**config.mk**
```make
export PLATFORM = sky130hd
export DESIGN_NAME = hiqp_fifo
export DESIGN_NICKNAME = d
export VERILOG_FILES = /design/src/hiqp_fifo.sv
export SDC_FILE = /design/constraint.sdc
export NUM_CORES = 1
export LEC_CHECK = 0
export ABC_AREA = 1
export BUFFER_PORTS_ARGS = -buffer_cell sky130_fd_sc_hd__buf_2
export CORE_MARGIN = 5
export CORE_UTILIZATION = 45
export DETAILED_ROUTE_END_ITERATION = 12
export PLACE_DENSITY = 0.7
export SETUP_SLACK_MARGIN = 0.3
export SYNTH_ARGS = -nofsm -noshare
export SYNTH_HDL_FRONTEND = slang
export SYNTH_SLANG_ARGS = --single-unit
```
**constraint.sdc**
```tcl
create_clock -name clk -period 3 [get_ports clk]
set_clock_uncertainty 0.05 [all_clocks]
set_input_delay 0.9 -clock clk [delete_from_list [all_inputs] [get_ports clk]]
set_output_delay 0.9 -clock clk [all_outputs]
set_load 0.01 [all_outputs]
```
**src/hiqp_fifo.sv**
```systemverilog
module hiqp_fifo #(
	parameter int WIDTH = 39,
	parameter int DEPTH = 2
) (
	input  logic             clk,
	input  logic             arst_n,
	input  logic             push,
	input  logic [WIDTH-1:0] wdata,
	input  logic             pop,
	output logic [WIDTH-1:0] rdata,
	output logic             full,
	output logic             empty
);

	localparam int PW = (DEPTH > 1) ? $clog2(DEPTH) : 1;
	localparam int CW = $clog2(DEPTH + 1);
	localparam logic [PW-1:0] PTR_LAST = PW'(DEPTH - 1);
	localparam logic [CW-1:0] CNT_FULL = CW'(DEPTH);

	logic [WIDTH-1:0] buf_q [DEPTH];
	logic [PW-1:0]    wr_q;
	logic [PW-1:0]    rd_q;
	logic [CW-1:0]    cnt_q;

	assign full  = (cnt_q == CNT_FULL);
	assign empty = (cnt_q == '0);
	assign rdata = buf_q[rd_q];

	always_ff @(posedge clk) begin
		if (push && !full) begin
			buf_q[wr_q] <= wdata;
		end
	end

	always_ff @(posedge clk or negedge arst_n) begin
		if (!arst_n) begin
			wr_q  <= '0;
			rd_q  <= '0;
			cnt_q <= '0;
		end else begin
			if (push && !full) begin
				wr_q <= (wr_q == PTR_LAST) ? '0 : wr_q + PW'(1);
			end
			if (pop && !empty) begin
				rd_q <= (rd_q == PTR_LAST) ? '0 : rd_q + PW'(1);
			end
			unique case ({push && !full, pop && !empty})
				2'b10:   cnt_q <= cnt_q + CW'(1);
				2'b01:   cnt_q <= cnt_q - CW'(1);
				default: cnt_q <= cnt_q;
			endcase
		end
	end

endmodule

```
-- Yosys cells after proc, flatten, opt, wreduce, memory -nomap -nowiden
Memory sizes are Yosys's and may differ from the RTL's.
Index checks and enable logic that the tools add are counted.
- output and inout port bits: 41
- bits in writable memories: 78
- flip-flop bits (word level): 4
- memories: 1
- memory bits (read-only): 0
- word-level logic and storage cells: 22
- bits in latches: 0
- shifts and indexed selects: 0
- bitwise logic cells: 0
- equality and inequality tests: 3
- $add $sub $neg: 4
- multiply operators: 0
- reduce and logical (&&, ||, !) cells: 6
- magnitude comparators: 0
- muxes and demuxes: 5
- divide/modulo/power cells: 0
- memory list (name ; depth ; bits a word ; rd ports ; clocked after Yosys merged registers in ; write ports ; RTL line ; source):
    buf_q ; 2 ; 39 ; 1 ; 0 ; 1 ; 20 ; logic [WIDTH-1:0] buf_q [DEPTH];
- operators by type and width (kind ; number):
    equality test 2 bit, second input constant ; 2
    two-way mux 1 bit ; 4
    one-hot mux 2 bit (2 select lines) ; 1
    adder 1 bit, second input constant ; 2
    adder 2 x 1 -> 2 bit, second input constant ; 1
    equality test 2 x 1 -> 1 bit, second input constant ; 1
    logical AND 1 bit ; 2
    logical NOT 1 bit ; 2
    logical NOT 2 bit ; 1
    nonzero test 2 bit ; 1
    subtractor 2 x 1 -> 2 bit, second input constant ; 1

-- Depth between registers and ports, before layout
Gate-level depths: netlist (run 1).
- word-level depth: 5
- depth in mapped cells: 10
- mapped depth without buffers: 10

-- Worst setup path after synthesis (run 1)
Ideal clock, no wire load.
- path type: input to register
- start: input push
- end: memory buf_q[1][0] (enable)
- setup time: 435 ps
- data arrival time: 2609 ps
- path slack: -94 ps
- stages: 2
- cell sequence: o21ai_2 nor2_1
- longest elaborated chain between the ends: 3
- RTL lines (element ; RTL line ; source):
    start: declaration ; 7 ; input logic push,
    logical AND 1 bit ; 30 ; if (push && !full) begin
    two-way mux 1 bit ; 30 ;
    two-way mux 1 bit (not written as such) ; 31 ; buf_q[wr_q] <= wdata;
    end: declaration ; 20 ;
Every way passes these cells.

-- Worst setup path in the final report (run 1)
- start: register rd_q
- end: output rdata[6]
- longest elaborated chain between the ends: 1
- RTL lines (element ; RTL line ; source):
    start: declaration ; 22 ; logic [PW-1:0] rd_q;
    start signal: assignment ; 45 ; rd_q <= (rd_q == PTR_LAST) ? '0 : rd_q + PW'(1);
    memory (2 x 39 bit) ; -- ;
    end: declaration ; 10 ; output logic [WIDTH-1:0] rdata,
Every way passes these cells.

==> summary.md, run 1 <==
| Metric | Value |
|---|---|
| Outcome | `finished clean` |
| CP startpoint | `rd_q` |
| RSZ-0062 raised after global routing | `false` |
| Finished Layout Cells | `411` |
| Io pins | `84` |
| First-pass GRT wire length | `8710 um` |
| Ys Warns | `0` |
| Min-Delay Path Class | `in -> async` |
| PostCTS Resize Cnt | `0` |
| Dpl ws | `0.908 ns` |
| GPL Wtd Cong | `0.739` |
| P per Cell Area | `951 nW/um^2` |
| H-tree depth | `3` |
| Number of global-route vias before repair | `1860` |
| Area leader, netlist | `edfxtp_1` |
| Worst path cell trace | `inv_4 -> nand2_1 -> nand2_1 -> buf_2` |
| Final Max Slew Viols | `0` |
| Nets@finish | `roughly 370` |
| Wire length per cell | `13.5 um` |
| Worst slew pin tran | `0.468 ns` |
| Port buffer count | `83` |
| Die height | `93.0 um` |
| Fin. Hold Viols | `0` |
| CTS tree | `done` |
| Final instance area | `3790 um^2` |
| Initial DRC Count | `a little over 70` |
| Seq/Total Area, Yosys | `about four fifths` |
| Final min period | `2.37 ns` |
| Syn nets | `281` |
| Total GRT Usage | `13.4%` |
| Total Power | `3.61 mW` |
| RR Startpoint | `cnt_q[1]` |
| Share of cells above drive strength 1 | `around a third` |
| Critical Path RT | `2.05 ns` |
| Peak VDD IR | `around 400 uV` |
| Setup crit start kind | `register` |
| Cells after synthesis | `237` |
| Antenna violations before repair | `0` |
| CP max stage delay | `0.42 ns` |
| CP arrival | `1.42 ns` |
| Worst path slowest cell | `dfrtp_1` |
| Syn-to-layout area delta | `22.4%` |
| CP max FO | `40` |
| Sw frac | `34.3%` |
| Antenna Cells | `0` |
| Effective utilization at floorplan | `~46%` |
| Clock Pin Slew Worst Setup and Hold Paths | `0.08 ns` |
| Fmax achieved | `423 MHz` |
| Core footprint | `6760 um^2` |
| Area after DPL | `3610 um^2` |
| EDFF count, synth | `78` |
| Row count | `30` |
| Cts hold-fix bufs | `0` |
| Crit path kind | `reg -> out` |
| Max-cap violation count | `0` |
| Root Buffer Master | `clkbuf_8` |
| Fill count | `587` |
| Die width | `93.0 um` |
| Synth Register Bits | `82` |
| Ys flop type | `edfxtp_1` |
| Slew headroom | `68.8%` |
| Worst Hold Margin | `0.294 ns` |
| DRT Wirelength | `5550 um` |
| Congestion Overflow GR | `0` |
| DRC Markers | `0` |
| Clk Latency, worst-skew pair | `0.35 ns` |
| Cell variety after synth | `18` |
| Post-Syn Area per Cell | `13.1 um^2` |
| Post-DRT Antenna Nets | `0` |
| Fin crit share | `78.8%` |
| Full die area | `8640 um^2` |
| Clk sink count | `82` |
| Placed Cells | `396` |
| Clk network pwr share | `between 20% and 30%` |
| FFs w/ async S/R, synth | `4.88%` |
| Leakage Power | `1.68 nW` |
| Largest net degree at the start of global routing | `41` |
| Count leader, synth | `nand2_1` |
| CP most frequent cell | `nand2_1` |
| Share of the synthesized area in the top cell type | `75.6%` |
| Synth top cells by count | `nand2_1 (126), edfxtp_1 (78), inv_1 (7)` |
| DP HPWL | `between 3000 and 4000 um` |
| Final worst setup slack | `0.635 ns` |
| Final core occ | `56.1%` |
| Via count | `~1900` |
| Reg power frac | `45.4%` |
| Postcts setup bufs | `0` |
| Vias per cell | `~4.6` |
| Pint | `2.37 mW` |
| Syn Std Cell Area | `3100 um^2` |
| Clock tree buffer depth | `2` |
| Setup Total Neg Slack | `0 ns` |
| Combinational power share | `34.0%` |
| Synth area leaders | `edfxtp_1 (76%), nand2_1 (15%), dfrtp_1 (3.2%), inv_1 (0.85%), buf_4 (0.73%)` |
| CTS Buf Count | `9` |
| P_sw | `around 1.2 mW` |
| Final setup viols | `0` |
| Setup crit end kind | `output port` |
| Drt pass-1 iters | `4` |
==> power groups by stage <==
stage	logic, mW	clock network, mW	registers (mW)
floorplan	0.810	0	1.65
global placement	1.24	0	1.66
detailed placement	1.26	0	1.66
CTS	1.27	0.767	1.64
global route	1.39	0.806	1.66
finish	1.23	0.740	1.64
==> placed cells by master, fill, tap and decap left out <==
| master | count |
|---|---|
| o21ai_2 | 1 |
| buf_4 | 3 |
| xnor2_1 | 1 |
| buf_2 | 83 |
| bufinv_16 | 1 |
| nand4_1 | 1 |
| clkinvlp_4 | 2 |
| inv_2 | 3 |
| nand3_1 | 3 |
| inv_4 | 1 |
| nand2_1 | 126 |
| dfrtp_1 | 4 |
| clkbuf_8 | 9 |
| nor2_2 | 1 |
| inv_1 | 6 |
| buf_12 | 2 |
| nor2_4 | 1 |
| edfxtp_1 | 78 |
| clkinv_2 | 2 |
| clkinv_1 | 1 |
| ha_1 | 1 |
| nand2_2 | 1 |
==> final cells by class <==
| class | count | area [um^2] | share of cell area [%] |
|---|---|---|---|
| clock buffer | 9 | 124 | 3.27 |
| tap | 80 | 100 | 2.64 |
| timing repair buffer | 88 | 478 | 12.6 |
| clock inverter | 6 | 58.8 | 1.55 |
| multi-input combinational | 136 | 548 | 14.5 |
| inverter | 10 | 40.0 | 1.06 |
| sequential | 82 | 2440 | 64.4 |
==> sequential cells by signal, indices dropped and copies added, names as in the netlist <==
name / count
wr_q: 1
buf_q: 78
rd_q: 1
cnt_q: 2
==> worst max-delay path, delay by kind of cell, from the launching register on <==
family	cells	cell delay, ns
flip-flops	1	0.42
buffers and inverters	2	0.45
AND/OR/NAND/NOR	2	0.19
==> metal layers <==
layer	vias up	GRT usage (%)	routed length, um
met2	60	22.6	2780
li1	963	-	-
met3	12	2.90	326
met4	0	8.06	143
met1	847	15.8	2290
met5	-	0	0
==> final timing paths <==
check	slack (ns)	cells past startpoint	to
hold / removal	0.29	1	cnt_q[0]
max in group asynchronous	2.48	1	wr_q
hold reg to reg	0.43	2	cnt_q[1]
setup / recovery	0.63	4	rdata[6]
setup reg to reg	1.30	6	buf_q[0][30]
min in group clk	0.43	2	cnt_q[1]
==> kinds of logic after synthesis <==
logic type               synth area share, %
AO/OA/AOI/OAI                          0.283
adder cells (fa/ha/maj)                0.404
buffers and inverters                   3.72
flip-flops                              78.8
AND/OR/NAND/NOR                         16.5
XOR/XNOR                               0.283
No activity file was read; power rests on OpenSTA's default activity.
==> run 2, diff against run 1 <==
Clock period 3 ns to 2.4 ns, I/O delays scaled along.
==> summary.md, run 2 (synthesis results as in run 1) <==
| Metric | Value |
|---|---|
| Outcome | `finished clean` |
| Setup slack, reg-to-reg | `0.84 ns (-0.46 ns)` |
| GPL Wtd Cong | `0.711 (-3.7%)` |
| Most frequent cells in the layout | `nand2_1 (126), buf_2 (83), edfxtp_1 (78)` |
| Routing usage on met3 | `5.07% (+2.2 points)` |
| Placed Cells | `397 (+0.25%)` |
| CP arrival | `1.31 ns (-0.11 ns)` |
| Fin crit share | `86.7%` |
| Die width | `93.0 um (unchanged)` |
| Pint | `3.09 mW (+31%)` |
| Combinational power share | `33.5% (-0.5 points)` |
| Total GRT Usage | `13.7% (+0.25 points)` |
| Root Buffer Master | `clkbuf_8` |
| Fill count | `572 (-2.6%)` |
| Initial DRC Count | `69 (-2.8%)` |
| Share of cells above drive strength 1 | `33.9% (+0.70 points)` |
| Largest Register | `buf_q` |
| Congestion Overflow GR | `0 (unchanged)` |
| Fmax achieved | `481 MHz` |
| Slew headroom | `73.4% (+4.6 points)` |
| Fin. Hold Viols | `0 (unchanged)` |
| Finished Layout Cells | `413 (+0.49%)` |
| Effective utilization at floorplan | `45.9% (unchanged)` |
| R2R cell count | `6 (unchanged)` |
| Full die area | `8640 um^2 (unchanged)` |
| Final Max Slew Viols | `0 (unchanged)` |
| Post-DRT Antenna Nets | `0 (unchanged)` |
| Final min period | `2.08 ns` |
| Clk network pwr share | `22.1% (+1.6 points)` |
| Reg power frac | `44.4% (-1.0 points)` |
| Worst slew pin tran | `0.399 ns (-0.0686 ns)` |
| Port buffer count | `83 (unchanged)` |
| Antenna Cells | `0 (unchanged)` |
| Min-Delay Path Class | `in -> async` |
| Wire length per cell | `13.4 um (-0.77%)` |
| DP HPWL | `3730 um (-0.69%)` |
| CTS tree | `done` |
| Setup Total Neg Slack | `0 ns (unchanged)` |
| RR Startpoint | `cnt_q[1]` |
| RSZ-0062 raised after global routing | `true` |
| Vias per cell | `4.71 (+3.0%)` |
| Via count | `1947 (+3.5%)` |
| Worst flop-to-flop path endpoint | `buf_q[0][9]` |
| Most crowded layer after global routing | `met2` |
| Clock Pin Slew Worst Setup and Hold Paths | `0.08 ns (about the same)` |
| PostCTS Resize Cnt | `6 (+6)` |
| Leakage Power | `1.70 nW (+1.7%)` |
| Clock tree buffer depth | `2 (unchanged)` |
| P per Cell Area | `1210 nW/um^2 (+28%)` |
| Largest regs | `buf_q x78, cnt_q x2` |
| Max reg flops | `78 (unchanged)` |
| Setup crit end kind | `output port` |
| CTS Buf Count | `9 (unchanged)` |
| Postcts setup bufs | `0 (unchanged)` |
| Clk sink count | `82 (unchanged)` |
| Clk Latency, worst-skew pair | `0.33 ns (-0.02 ns)` |
| H-tree depth | `3 (unchanged)` |
| Final setup viols | `0 (unchanged)` |
| Row count | `30 (unchanged)` |
| CP max FO | `16 (-60%)` |
| Drt pass-1 iters | `4 (unchanged)` |
| DRC Markers | `0 (unchanged)` |
| P_sw | `1.57 mW (+26%)` |
| Peak VDD IR | `527 uV (+30%)` |
| Core footprint | `6760 um^2 (unchanged)` |
| Cts hold-fix bufs | `0 (unchanged)` |
| Critical Path RT | `1.63 ns (-0.42 ns)` |
| First-pass GRT wire length | `8890 um (+2.1%)` |
| DRT Wirelength | `5530 um (-0.29%)` |
| Antenna violations before repair | `0 (unchanged)` |
| Commonest non-fill, non-tap cell in the layout | `nand2_1` |
| Die height | `93.0 um (unchanged)` |
| Number of global-route vias before repair | `1913 (+2.8%)` |
| Nets@finish | `372 (+0.27%)` |
| Max-cap violation count | `0 (unchanged)` |
| Sw frac | `33.6% (-0.72 points)` |
| Crit path kind | `reg -> out` |
| Io pins | `84 (unchanged)` |
| Setup crit start kind | `register` |
| Met2 Resource Use GR | `23.2% (+0.66 points)` |
| Syn-to-layout area delta | `23.7%` |
| GR Layer Usage met1 | `15.5% (-0.33 points)` |
| Largest net degree at the start of global routing | `41 (unchanged)` |
## run 2: per-layer routing
metal | part of all wire [%] | wire length [um] | vias to the layer above
met4 | 1.3 | 71 | 0
met3 | 6.8 | 378 | 7
li1 | - | - | 965
met5 | 0 | 0 | -
met1 | 41 | 2280 | 912
met2 | 51 | 2800 | 63
## run 2: final cells by class
type                            count  area [um^2]  area share, %
Clock buffer                        9          124           3.23
Clock inverter                      7         83.8           2.19
Inverter                           10         50.0           1.31
Multi-Input combinational cell    136          548           14.3
Sequential cell                    82         2440           63.7
Tap cell                           80          100           2.61
Timing Repair Buffer               89          484           12.6
## run 2: power groups by stage
stage	clock network [mW]	logic (mW)	registers (mW)
5_1_grt	1.12	1.75	2.09
2_1_floorplan	0	1.02	2.06
3_3_place_gp	0	1.56	2.07
4_1_cts	1.06	1.61	2.07
3_5_place_dp	0	1.59	2.08
6_report	1.03	1.56	2.07
## run 2: worst max-delay path by stage
stage	slack [ns]	depth (start not counted)	startpoint	endpoint
6_report	0.32	4	rd_q	rdata[18]
5_1_grt	0.22	4	rd_q	rdata[36]
2_1_floorplan	0.38	2	push	buf_q[0][0]
3_5_place_dp	0.54	4	rd_q	rdata[25]
4_1_cts	0.30	4	rd_q	rdata[25]
3_3_place_gp	0.57	4	rd_q	rdata[18]
## run 2: critical path, stage by stage, from the launching register on
cell,delay [ns]
dfrtp_2,0.49
buf_6,0.21
nand2_1,0.07
nand2_1,0.08
buf_2,0.13
## run 2: through the flow
stage | hold WS (ns) | setup slack, ns | power (mW) | util [%] | cell area [um^2]
floorplan | 0.374 | 0.377 | 3.08 | - | 3110
global placement | 0.408 | 0.573 | 3.63 | 53.3 | 3600
detailed placement | 0.423 | 0.535 | 3.67 | 53.3 | 3600
CTS | 0.0995 | 0.299 | 4.74 | 56.7 | 3830
global route | 0.0936 | 0.220 | 4.97 | 56.7 | 3830
finish | 0.120 | 0.320 | 4.66 | 56.7 | 3830
