`config.mk`:
```
export PLATFORM = sky130hd
export DESIGN_NAME = hiqp_front
export DESIGN_NICKNAME = d
export VERILOG_FILES = /design/src/hiqp_pkg.sv /design/src/hiqp_front.sv
export SDC_FILE = /design/constraint.sdc
export NUM_CORES = 1
export LEC_CHECK = 0
export BUFFER_PORTS_ARGS = -buffer_cell sky130_fd_sc_hd__buf_2
export CORE_ASPECT_RATIO = 2
export CORE_MARGIN = 2
export CORE_UTILIZATION = 57
export CTS_BUF_LIST = sky130_fd_sc_hd__clkbuf_4 sky130_fd_sc_hd__clkbuf_8 sky130_fd_sc_hd__clkbuf_16
export CTS_CLUSTER_SIZE = 24
export DETAILED_ROUTE_END_ITERATION = 7
export PLACE_DENSITY_LB_ADDON = 0.05
export SETUP_SLACK_MARGIN = 0.1
export SYNTH_ARGS = -nofsm -noshare
export SYNTH_HDL_FRONTEND = slang
export SYNTH_SLANG_ARGS = --single-unit
```
`constraint.sdc`:
```
create_clock -name clk -period 8.05 [get_ports clk]
set_input_delay 1.61 -clock clk [delete_from_list [all_inputs] [get_ports clk]]
set_output_delay 1.61 -clock clk [all_outputs]
set_load 0.01 [all_outputs]
```
`src/hiqp_pkg.sv`:
```
package hiqp_pkg;

	localparam int KEY_W    = 31;
	localparam int WORD_W   = 32;
	localparam int SLOT_W   = 8;
	localparam int PROBES_W = 12;
	localparam int FRAC_W   = 16;
	localparam int COEFF_W  = 20;
	localparam int SHIFT_W  = 5;
	localparam int CIDX_W   = 8;

	localparam logic [CIDX_W-1:0] CFG_HASH_MULT  = 8'd0;
	localparam logic [CIDX_W-1:0] CFG_HASH_SHIFT = 8'd1;
	localparam logic [CIDX_W-1:0] CFG_LIN_COEFF  = 8'd2;
	localparam logic [CIDX_W-1:0] CFG_QUAD_COEFF = 8'd3;

	localparam logic [WORD_W-1:0]  RST_HASH_MULT  = 32'd2654435769;
	localparam logic [SHIFT_W-1:0] RST_HASH_SHIFT = 5'd4;
	localparam logic [COEFF_W-1:0] RST_LIN_COEFF  = 20'd131203;
	localparam logic [COEFF_W-1:0] RST_QUAD_COEFF = 20'd131858;

	localparam logic [WORD_W-1:0]   EMPTY_WORD = '1;
	localparam logic [PROBES_W-1:0] PROBES_SAT = '1;

	typedef struct packed {
		logic [WORD_W-1:0]  hash_multiplier;
		logic [SHIFT_W-1:0] hash_shift;
		logic [COEFF_W-1:0] linear_coeff;
		logic [COEFF_W-1:0] quadratic_coeff;
	} cfg_t;

	typedef enum logic [2:0] {
		F_IDLE,
		F_MUL,
		F_SHIFT,
		F_DIV,
		F_PUSH
	} front_state_t;

	typedef enum logic [1:0] {
		B_CLEAR,
		B_IDLE,
		B_READ,
		B_CHECK
	} back_state_t;

endpackage

```
`src/hiqp_front.sv`:
```
module hiqp_front import hiqp_pkg::*; #(
	parameter int SLOTS = 256
) (
	input  logic                     clk,
	input  logic                     arst_n,
	input  cfg_t                     cfg,
	input  logic                     clearing,
	input  logic                     in_valid,
	output logic                     in_ready,
	input  logic [KEY_W-1:0]         key,
	output logic                     push,
	input  logic                     q_full,
	output logic [KEY_W-1:0]         push_key,
	output logic [$clog2(SLOTS)-1:0] push_home
);

	localparam int SW        = $clog2(SLOTS);
	localparam int DIV_STEPS = 4;
	localparam int DIV_BITS  = WORD_W / DIV_STEPS;
	localparam logic [SW:0] SLOTS_W  = (SW + 1)'(SLOTS);
	localparam logic [1:0]  STEP_END = 2'(DIV_STEPS - 1);

	front_state_t state_q, state_d;

	logic [KEY_W-1:0]  key_q;
	logic [WORD_W-1:0] prod_q;
	logic [WORD_W-1:0] dv_q;
	logic [SW-1:0]     rem_q;
	logic [1:0]        stp_q;

	logic [SW-1:0]     rem_nx;
	logic [WORD_W-1:0] dv_nx;

	// restoring remainder, DIV_BITS dividend bits per cycle, MSB first
	always_comb begin
		logic [SW:0]       t;
		logic [SW-1:0]     r;
		logic [WORD_W-1:0] d;
		r = rem_q;
		d = dv_q;
		for (int k = 0; k < DIV_BITS; k++) begin
			t = {r, d[WORD_W-1]};
			if (t >= SLOTS_W) begin
				t = t - SLOTS_W;
			end
			r = t[SW-1:0];
			d = {d[WORD_W-2:0], 1'b0};
		end
		rem_nx = r;
		dv_nx  = d;
	end

	always_ff @(posedge clk or negedge arst_n) begin
		if (!arst_n) begin
			state_q <= F_IDLE;
		end else begin
			state_q <= state_d;
		end
	end

	always_comb begin
		state_d  = state_q;
		in_ready = 1'b0;
		push     = 1'b0;
		unique case (state_q)
			F_IDLE: begin
				in_ready = !clearing;
				if (in_valid && !clearing) begin
					state_d = F_MUL;
				end
			end
			F_MUL:   state_d = F_SHIFT;
			F_SHIFT: state_d = F_DIV;
			F_DIV: begin
				if (stp_q == STEP_END) begin
					state_d = F_PUSH;
				end
			end
			F_PUSH: begin
				push = !q_full;
				if (!q_full) begin
					state_d = F_IDLE;
				end
			end
			default: state_d = F_IDLE;
		endcase
	end

	always_ff @(posedge clk) begin
		if (in_ready && in_valid) begin
			key_q <= key;
		end
		if (state_q == F_MUL) begin
			prod_q <= WORD_W'(cfg.hash_multiplier * {1'b0, key_q});
		end
		if (state_q == F_SHIFT) begin
			dv_q  <= prod_q >> cfg.hash_shift;
			rem_q <= '0;
			stp_q <= '0;
		end
		if (state_q == F_DIV) begin
			dv_q  <= dv_nx;
			rem_q <= rem_nx;
			stp_q <= stp_q + 2'd1;
		end
	end

	assign push_key  = key_q;
	assign push_home = rem_q;

endmodule

```
==> After elaboration in Yosys (flattened, before gate mapping) <==
Index checks and enable logic that the tools add are counted.
{ "classes": {"eq_ne": 8, "n_reduce_logical": 7, "magnitude_cmp": 8, "multipliers": 1, "addsub": 9, "muxes": 20, "n_shift": 1} }
{ "ops": {"columns": ["operator", "n"], "rows": [
  ["$mux 8", 10],
  ["$ge 9x9->1 const B", 8],
  ["$mux 32", 2],
  ["$sub 8x1->8 const B", 8],
  ["$mul 32x31->32", 1],
  ["$shr 32x5->32", 1],
  ["$pmux 3 s5", 1],
  ["$mux 3", 3],
  ["$eq 3x2->1 const B", 2],
  ["$ne 2x2->1 const B", 3],
  ["$mux 2", 2],
  ["$eq 3x1->1 const B", 1],
  ["$eq 3x3->1 const B", 1],
  ["$logic_not 3->1", 1],
  ["$reduce_and 3->1", 1],
  ["$add 2x1->2 const B", 1],
  ["$eq 2x2->1 const B", 1],
  ["$logic_and 1x1->1", 2],
  ["$logic_not 1->1", 2],
  ["$mux 1", 2],
  ["$reduce_bool 2->1", 1]
]} }
{ "totals": {"regBits": 108, "out_inout_bits": 41} }

==> Logic depth before layout (Yosys ltp) <==
Gate-level depths: netlist (run 1).
{ "logic_depth": {"depth_word": 17, "depth_mapped": 26} }

==> Least setup slack after synthesis (run 1) <==
OpenSTA, ideal clock, no wires.
{ "synth_path": {"kind": "input port to flip-flop", "from": "in cfg[59] (netlist bit)", "to": "reg prod_q[29], data pin", "setup_ns": 0.258, "cell_stages": 23, "setup_slack_ns": -0.021, "arrival_ns": 7.813, "path_buffers": 2, "cell_sequence": "clkbuf_1 > clkbuf_1 > nand2_1 > fa_1 > fa_1 > fa_1 > fa_1 > fa_1 > inv_1 > fa_1 > fa_1 > inv_1 > fa_1 > inv_1 > ha_1 > nand3_1 > nor2_1 > nand3_1 > or3b_1 > a31oi_1 > o21a_1 > nor2_1 > xnor2_1"} }
{ "synth_between": {"elab_chain_cells": 1} }
{ "synth_rtl": {"columns": ["element", "line", "rtl"], "rows": [
  ["start: declaration", "hiqp_front.sv:6", "input cfg_t cfg,"],
  ["$mul 32x31->32", "hiqp_front.sv:94", "prod_q <= WORD_W'(cfg.hash_multiplier * {1'b0, key_q});"],
  ["end signal: assignment", "hiqp_front.sv:94", null],
  ["end: declaration", "hiqp_front.sv:26", "logic [WORD_W-1:0] prod_q;"]
]} }
No other way between the ends.
A chain may end at the register's enable or synchronous reset.

==> Final worst setup path (run 1) <==
{ "layout_path": {"from": "in cfg[58] (netlist bit)", "to": "reg prod_q[31], data pin"} }
The elaborated chain is that of the path after synthesis.

==> results.toml, run 1 <==
[timing]
fin_ws_ns = 0.2774
hold_viol = 0
skew_ns = 0.01264
setup_viol = 0
rsz0062_at_grt = "true"
slew_violations = 0
tightestPinTransition_ns = 1.141
period_minus_slack_ns = 7.773
slew_headroom_pct = 23.95
post-route-period-util_pct = 96.55
fmax_mhz = 128.7

[yosys]
synth_area_um2 = 20600
synth_flop_cell = "edfxtp_1"
seq_area_frac_synth_pct = 15.28
synth_edf_count = 97
synth_cell_types = 61
async_flop_share_pct = 2.778
yosysWarnings = 0
synth_nets = 2759
synth_fa_ha_area_share_pct = 47.11
synth_area_leader_cell = "fa_1"
synth_simple_gate_area_share_pct = 16.09
netlist_instances = 2116
yosysTopAreaCellShare_pct = 39.75
synth_seq_cells = 108
post_synth.cell_area_avg_um2 = 9.733
synth_top_family_by_area = "adder cells"
synth-compound-area-share_pct = 5.176
synth_area_leaders = "fa_1 (40%), edfxtp_1 (14%), and2_1 (8.2%)"
muxShareOfSynthArea_pct = 3.651
synthXorXnorAreaFrac_pct = 3.445

[worst_hold_path]
hold_path_class = "register to register"
min-delay-start = "dv_q[3]"
worstHoldPathCells = 2

[cells_and_area]
nets = 2911
finish.instance_area_um2 = 22770
layout_common_cells = "fa_1 (407), inv_1 (389), nand2_1 (305), and2_1 (270), buf_4 (138)"
finish.utilization_pct = 63.81
syn_to_final_growth_pct = 10.55
final_common_cell = "fa_1"
drive_gt1_share_pct = 13.24
fill_cells = 3040
final_cells = 2724

[floorplanning]
start_util_pct = 57.72
die_width_um = 138.4
dieArea_um2 = 37760
ios = 154
coreArea_um2 = 35680
rows = 98
die_h_um = 272.8

[placement]
dpl_worst_slack_ns = -0.4491
place_area_um2 = 22400
dpl.hpwl_um = 51830
routabilityCongestion = 0.9617
dp.cells = 2707
port_buffers = 113

[route]
drc = 0
vias_per_cell = 5.669
ant_nets = 0
first_pass_iters = 5
drt-total-wl_um = 61240
wl_per_cell_um = 22.48
num_vias = 15440
drt-initial-drc-count = 791

[worst_setup_path]
ff2ff_path_depth = 22
critPathMaxFanout = 8
worst_ep_required_time_ns = 8.18
start_kind = "primary input"
arrival_ns = 7.90
crit_type = "primary input to register"
r2r-start = "push_key[7]"
critPathCaptureType = "register"
worstSetupStartpoint = "cfg[58]"

[global_routing]
first_global_vias = 17520
grt_usage_pct = 33.39
grt_overflow = 0
antenna_found_initial = 1
grt_pass1_wl_um = 93760
grt_max_degree = 47

[run_status]
status = "finished clean"

[clock_tree]
hold_buffers = 0
cts_buffers = 9
cts-root-buf = "clkbuf_16"
clkTransAtPathRegs_ns = 0.07
clk_path_buf_depth = 2
clk_latency_ns = 0.39
post-cts-setup-buffer-count = 0
cts_tree = "built"
htree_levels = 3
clkSinkCount = 108

[flow_run]
drv_cap = 0
## path summary, 6_finish.rpt
path                       slack, ns    endpoint
max                             0.28  prod_q[31]
min                             0.46     dv_q[3]
max reg2reg                     0.68  prod_q[30]
min reg2reg                     0.46     dv_q[3]
max in group asynchronous       6.93  state_q[2]
min in group asynchronous       1.01  state_q[0]
## stage by stage
stage | TNS [ns] | hold slack [ns]
finish | 0 | 0.4551
global route | 0 | 0.4907
CTS | 0 | 0.4561
detailed placement | -1.584 | 0.4455
global placement | -0.9954 | 0.4371
floorplan | 0 | 0.4273
## layout make-up
type | count | area [um^2] | area share (%)
repair buffers | 254 | 1687 | 7.407
flip-flops and latches | 108 | 3148 | 13.83
clock buffers | 11 | 240.2 | 1.055
clock inverters | 5 | 62.56 | 0.2748
inverters | 391 | 1468 | 6.446
well taps | 450 | 563.0 | 2.473
diodes | 1 | 2.502 | 0.01099
multi-input cells | 1504 | 15600 | 68.51
## synthesized netlist by cell type (7+ instances only)
cell type    n
dfxtp_1      8
buf_2        7
mux4_2      10
nand2_1    305
nand3_1      8
and2_1     270
edfxtp_1    97
fa_1       409
nor2_1      53
a22o_1       9
xnor2_1     64
o21ai_1     18
inv_1      389
xor2_1      17
mux2i_1     47
nor2b_1      8
and3_1      14
o21ai_0     10
a21oi_1     41
o22ai_1      8
ha_1       121
a211oi_1    18
a21o_1      14
clkbuf_1   101
## kinds of logic after synthesis
| kind of cell | Yosys count |
|---|---|
| flip-flops | 108 |
| multiplexers | 62 |
| adder cells (fa/ha/maj) | 530 |
| buffers and inverters | 504 |
| AO/OA/AOI/OAI | 157 |
| AND/OR/NAND/NOR | 674 |
| XOR/XNOR | 81 |
## flip-flops by register name (all words and copies together) (netlist names)
name,count
prod_q,32
push_home,8
dv_q,32
push_key,31
stp_q,2
state_q,3
## critical path: stages
cell and delay, ns:
buf_2 0.23, buf_4 0.23, buf_4 0.16, nand2_1 0.08, fa_1 0.57, inv_1 0.06, fa_1 0.49, inv_1 0.05
fa_1 0.47, inv_1 0.05, fa_1 0.49, fa_1 0.69, fa_1 0.50, fa_1 0.52, fa_1 0.45, ha_1 0.33
a21oi_1 0.15, o22ai_1 0.11, o21a_1 0.18, a311o_1 0.33, xnor2_1 0.14
## metal layers
metal | part of all wire, % | vias to the layer above | global-route usage [%] | wire [um]
met5 | 0 | - | 0 | 0
met3 | 3.6 | 277 | 3.172 | 2231
met1 | 29 | 7858 | 29.18 | 17490
li1 | - | 6764 | - | -
met2 | 57 | 544 | 65.14 | 34780
met4 | 11 | 0 | 30.75 | 6742
## repair_timing
item | CTS | global route
pin swaps | 0 | 3
setup endpoints to repair | 2 | 7
endpoints found under the hold margin | 0 | 0
resized for setup | 1 | 16
Power of run 1 is not shown: default switching activity piles up to over one toggle a cycle in this logic, so the estimate is an artifact.
==> run 2: changes to the inputs <==
Settings changed: BUFFER_PORTS_ARGS -buffer_cell sky130_fd_sc_hd__buf_2 to default, DONT_BUFFER_PORTS from default to 1, GPL_ROUTABILITY_DRIVEN from default to 0.
Clock period 8.05 ns to 6.96 ns, I/O delays scaled along.
==> run 2 against run 1 <==
Compared with the run above:
- the run now ends with setup timing left
- cell count down 4.5%
- register-to-register slack got worse by 0.59 ns
- final area fell by 0.44%
- sequential cell count is the same
- die area did not move
- first-iteration DRC count decreased by 13%
- worst setup slack got worse by 0.41 ns
- wire length fell by 2.6%
- hold slack worse by 0.0022 ns
- critical path depth is 1 higher
- largest cell class unchanged
- highest routed layer unchanged
==> results.toml, run 2 (synthesis results as in run 1) <==
[route]
drt-total-wl_um = 59670
drc = 0
vias_per_cell = 5.777
drt-initial-drc-count = 685
num_vias = 15030
ant_nets = 0
wl_per_cell_um = 22.93
first_pass_iters = 5

[run_status]
violations = "setup timing"
status = "finished with violations"

[floorplanning]
coreArea_um2 = 35680
rows = 98
die_h_um = 272.8
start_util_pct = 57.72
ios = 154
die_width_um = 138.4
dieArea_um2 = 37760

[worst_setup_path]
critPathSlowestCell = "fa_1"
r2r-start = "push_key[10]"
slowest_delay_ns = 0.56
worst_ep_required_time_ns = 7.11
crit_top_cell = "fa_1"
r2r_end = "prod_q[29]"
start_kind = "primary input"
arrival_ns = 7.25
critPathMaxFanout = 19
critPathCaptureType = "register"
reg2reg_slack_ns = 0.09
crit_type = "primary input to register"
worstPathCellList = "and2_4 > fa_1 > inv_1 > fa_1 > fa_1 > fa_1 > fa_1 > inv_2 > fa_1 > fa_1 > inv_1 > fa_1 > inv_2 > ha_4 > nand3_4 > nor2_4 > nand3_2 > or3b_4 > a31oi_4 > o21a_1 > nor2_1 > xnor2_1"
ff2ff_path_depth = 24

[worst_hold_path]
min-delay-start = "dv_q[0]"
hold_path_class = "register to register"
worstHoldPathCells = 2
min_to = "dv_q[0]"

[timing]
hold_viol = 0
post-route-period-util_pct = 101.9
fin_ws_ns = -0.1350
skew_ns = 0.01723
rsz0062_at_grt = "true"
tns_ns = -0.5255
tightestPinTransition_ns = 1.070
setup_viol = 6
period_minus_slack_ns = 7.095
slew_violations = 0
fmax_mhz = 140.9
slew_headroom_pct = 28.65

[clock_tree]
clkSinkCount = 108
hold_buffers = 0
htree_levels = 3
cts_buffers = 9
clk_path_buf_depth = 2
cts-root-buf = "clkbuf_16"
clkTransAtPathRegs_ns = 0.09
clk_latency_ns = 0.39
cts_tree = "built"

[cells_and_area]
fill_cells = 2930
nets = 2790
layout_common_cells = "fa_1 (384), inv_1 (382), nand2_1 (302), and2_1 (253), buf_4 (118)"
drive_gt1_share_pct = 12.64
final_common_cell = "fa_1"
n_antenna_cell = 0
syn_to_final_growth_pct = 10.06

[global_routing]
grt_pass1_wl_um = 92780
first_global_vias = 17300
antenna_found_initial = 1
grt_overflow = 0
grt_max_degree = 47
grt_usage_pct = 32.79

[flow_run]
drv_cap = 0

[placement]
dpl.hpwl_um = 48620
port_buffers = 0
==> run 2: worst max-delay path by stage <==
stage | slack (ns) | start | endpoint
final | -0.14 | cfg[58] | prod_q[29]
after global routing | -0.28 | cfg[53] | prod_q[29]
after CTS | -0.12 | cfg[58] | prod_q[28]
after detailed placement | -0.87 | cfg[52] | prod_q[29]
after global placement | -0.81 | cfg[52] | prod_q[29]
after floorplan | -0.45 | cfg[53] | prod_q[29]
==> run 2: layout make-up <==
class | count | area [um^2] | area share [%]
repair buffers | 133 | 1116 | 4.924
inverters | 391 | 1468 | 6.475
clock inverters | 5 | 45.04 | 0.1987
multi-input cells | 1504 | 16080 | 70.94
clock buffers | 11 | 246.5 | 1.087
flip-flops and latches | 108 | 3148 | 13.89
well taps | 450 | 563.0 | 2.484
==> run 2: critical path: cells and delay by family <==
family	cells	cell delay, ns
adders and majority gates	9	4.31
and+or+nand+nor	6	0.90
AOI/OAI and AO/OA	2	0.29
xor gates and xnor gates	1	0.12
buffers and inverters	4	0.22
==> run 2: timing repair <==
| action | CTS | global route |
|---|---|---|
| pin swaps | 41 | 30 |
| endpoints found under the hold margin | 0 | 0 |
| setup buffers | 0 | 7 |
| setup endpoints to repair | 13 | 13 |
| gates resized for setup | 32 | 47 |
==> run 2: through the flow <==
step	hold WS [ns]	instances	utilization, %	setup slack [ns]	area [um^2]
after floorplan	0.4273	2116	-	-0.4515	20970
after detailed placement	0.4443	2582	61.67	-0.8742	22000
after global routing	0.4787	2602	63.53	-0.2820	22670
after CTS	0.4549	2598	62.86	-0.1233	22430
after global placement	0.4359	2582	61.67	-0.8105	22000
final	0.4529	2602	63.53	-0.1350	22670
==> run 2: routing by layer <==
metal	global-route usage (%)	up-vias	wire length [um]
met5	0	-	0
met4	24.84	0	5370
met3	4.784	268	2624
met2	64.92	533	34310
met1	29.04	7719	17370
li1	-	6513	-
Power of run 2 is left out for the same reason.
==> run 3: changes to the inputs <==
Settings changed: CTS_BUF_LIST sky130_fd_sc_hd__clkbuf_4 sky130_fd_sc_hd__clkbuf_8 sky130_fd_sc_hd__clkbuf_16 to default.
==> run 3 against run 2 <==
Compared with the run above:
- the run still ends with setup timing left
- hold slack is essentially flat
- critical path depth is the same
- critical endpoint unchanged
- global-route usage is essentially flat
==> results.toml, run 3 (synthesis results as in run 1) <==
[placement]
dpl.hpwl_um = 48620
port_buffers = 0
dp.cells = 2582

[worst_setup_path]
crit_top_cell = "fa_1"
critPathSlowestCell = "fa_1"
r2r_end = "prod_q[29]"
critPathMaxFanout = 24
arrival_ns = 7.24
ff2ff_path_depth = 24
worst_ep_required_time_ns = 7.11
worst-path-buf-inv = 4
cp-endpoint = "prod_q[29]"
r2r-start = "push_key[10]"
worstSetupStartpoint = "cfg[53]"
critPathCaptureType = "register"
start_kind = "primary input"
worstPathCellList = "and2_4 > fa_1 > fa_1 > inv_2 > fa_1 > fa_1 > fa_1 > inv_2 > fa_1 > fa_1 > inv_1 > fa_1 > inv_2 > ha_4 > nand3_4 > nor2_4 > nand3_2 > or3b_4 > a31oi_4 > o21a_1 > nor2_1 > xnor2_1"
reg2reg_slack_ns = 0.11
path_depth = 22
crit_type = "primary input to register"
crit_family = "adder cells"
slowest_delay_ns = 0.56

[route]
num_vias = 15050
wl_per_cell_um = 22.94
drt-total-wl_um = 59700
drt-initial-drc-count = 688
vias_per_cell = 5.782
ant_nets = 0
drc = 0
first_pass_iters = 5

[worst_hold_path]
hold_path_class = "register to register"

[clock_tree]
cts_tree = "built"
clk_latency_ns = 0.39
clkSinkCount = 108
clk_path_buf_depth = 2
htree_levels = 3
cts_buffers = 9
cts-root-buf = "clkbuf_16"
clkTransAtPathRegs_ns = 0.09
hold_buffers = 0

[floorplanning]
die_width_um = 138.4
dieArea_um2 = 37760
die_h_um = 272.8
start_util_pct = 57.72
ios = 154
rows = 98
coreArea_um2 = 35680

[cells_and_area]
nets = 2790
fill_cells = 2930
drive_gt1_share_pct = 12.59
syn_to_final_growth_pct = 10.04
layout_common_cells = "fa_1 (384), inv_1 (382), nand2_1 (302), and2_1 (253), buf_4 (118)"
final_common_cell = "fa_1"
n_antenna_cell = 0
final_cells = 2602

[global_routing]
grt_pass1_wl_um = 92760
grt_overflow = 0
grt_max_degree = 47
antenna_found_initial = 1
grt_usage_pct = 32.79
first_global_vias = 17300

[timing]
rsz0062_at_grt = "true"
period_minus_slack_ns = 7.084
tightestPinTransition_ns = 1.064
skew_ns = 0.01755
tns_ns = -0.4813
post-route-period-util_pct = 101.8
slew_headroom_pct = 29.10
fin_ws_ns = -0.1242
fmax_mhz = 141.2
slew_violations = 0
setup_viol = 6
holdWs_ns = 0.4528
hold_viol = 0

[run_status]
violations = "setup timing"
status = "finished with violations"

[flow_run]
drv_cap = 0
-- run 3: cell count changes in the layout (fill, tap and decap cells not counted) --
cell,change
clkbuf_4,-1
clkbuf_1,+1
-- run 3: layer usage --
layer  wire length (um)  vias up  global-route usage (%)
li1                   -     6511                       -
met1              17430     7741                   29.01
met2              34340      524                   64.92
met3               2548      270                   4.784
met4               5385        0                   24.84
met5                  0        -                       0
-- run 3: per-stage QoR --
stage,instance area (um^2),util [%],setup slack [ns]
floorplan,20970,-,-0.4515
global placement,22000,61.67,-0.8105
detailed placement,22000,61.67,-0.8742
CTS,22420,62.84,-0.1233
global route,22660,63.52,-0.2820
finish,22660,63.52,-0.1242
-- run 3: worst min path at each step --
stage | start | to | slack (ns) | cells past startpoint
after CTS | dv_q[0] | dv_q[0] | 0.45 | 2
final | dv_q[0] | dv_q[0] | 0.45 | 2
after detailed placement | dv_q[0] | dv_q[0] | 0.44 | 2
after global routing | dv_q[1] | dv_q[1] | 0.48 | 2
after floorplan | dv_q[0] | dv_q[0] | 0.43 | 2
after global placement | dv_q[0] | dv_q[0] | 0.44 | 2
-- run 3: layout make-up --
cell class / count / area [um^2] / area share, %
multi-input cells: 1504 / 16080 / 70.96
flip-flops and latches: 108 / 3148 / 13.89
inverters: 391 / 1468 / 6.476
repair buffers: 133 / 1116 / 4.924
well taps: 450 / 563.0 / 2.484
clock buffers: 11 / 242.7 / 1.071
clock inverters: 5 / 45.04 / 0.1987
-- run 3: what timing repair did --
item                       in CTS  in global routing
setup endpoints to repair      13                 13
setup buffers                   0                  7
resized for setup              32                 47
pin swaps                      41                 30
cloned                          0                  0
-- run 3: tightest hold or removal path, delay by kind of cell, from the launching register on --
family / cells / cell delay (ns)
flip-flops: 1 / 0.32
AO/OA/AOI/OAI: 1 / 0.05
AND/OR/NAND/NOR: 1 / 0.05
Power of run 3 is left out for the same reason.
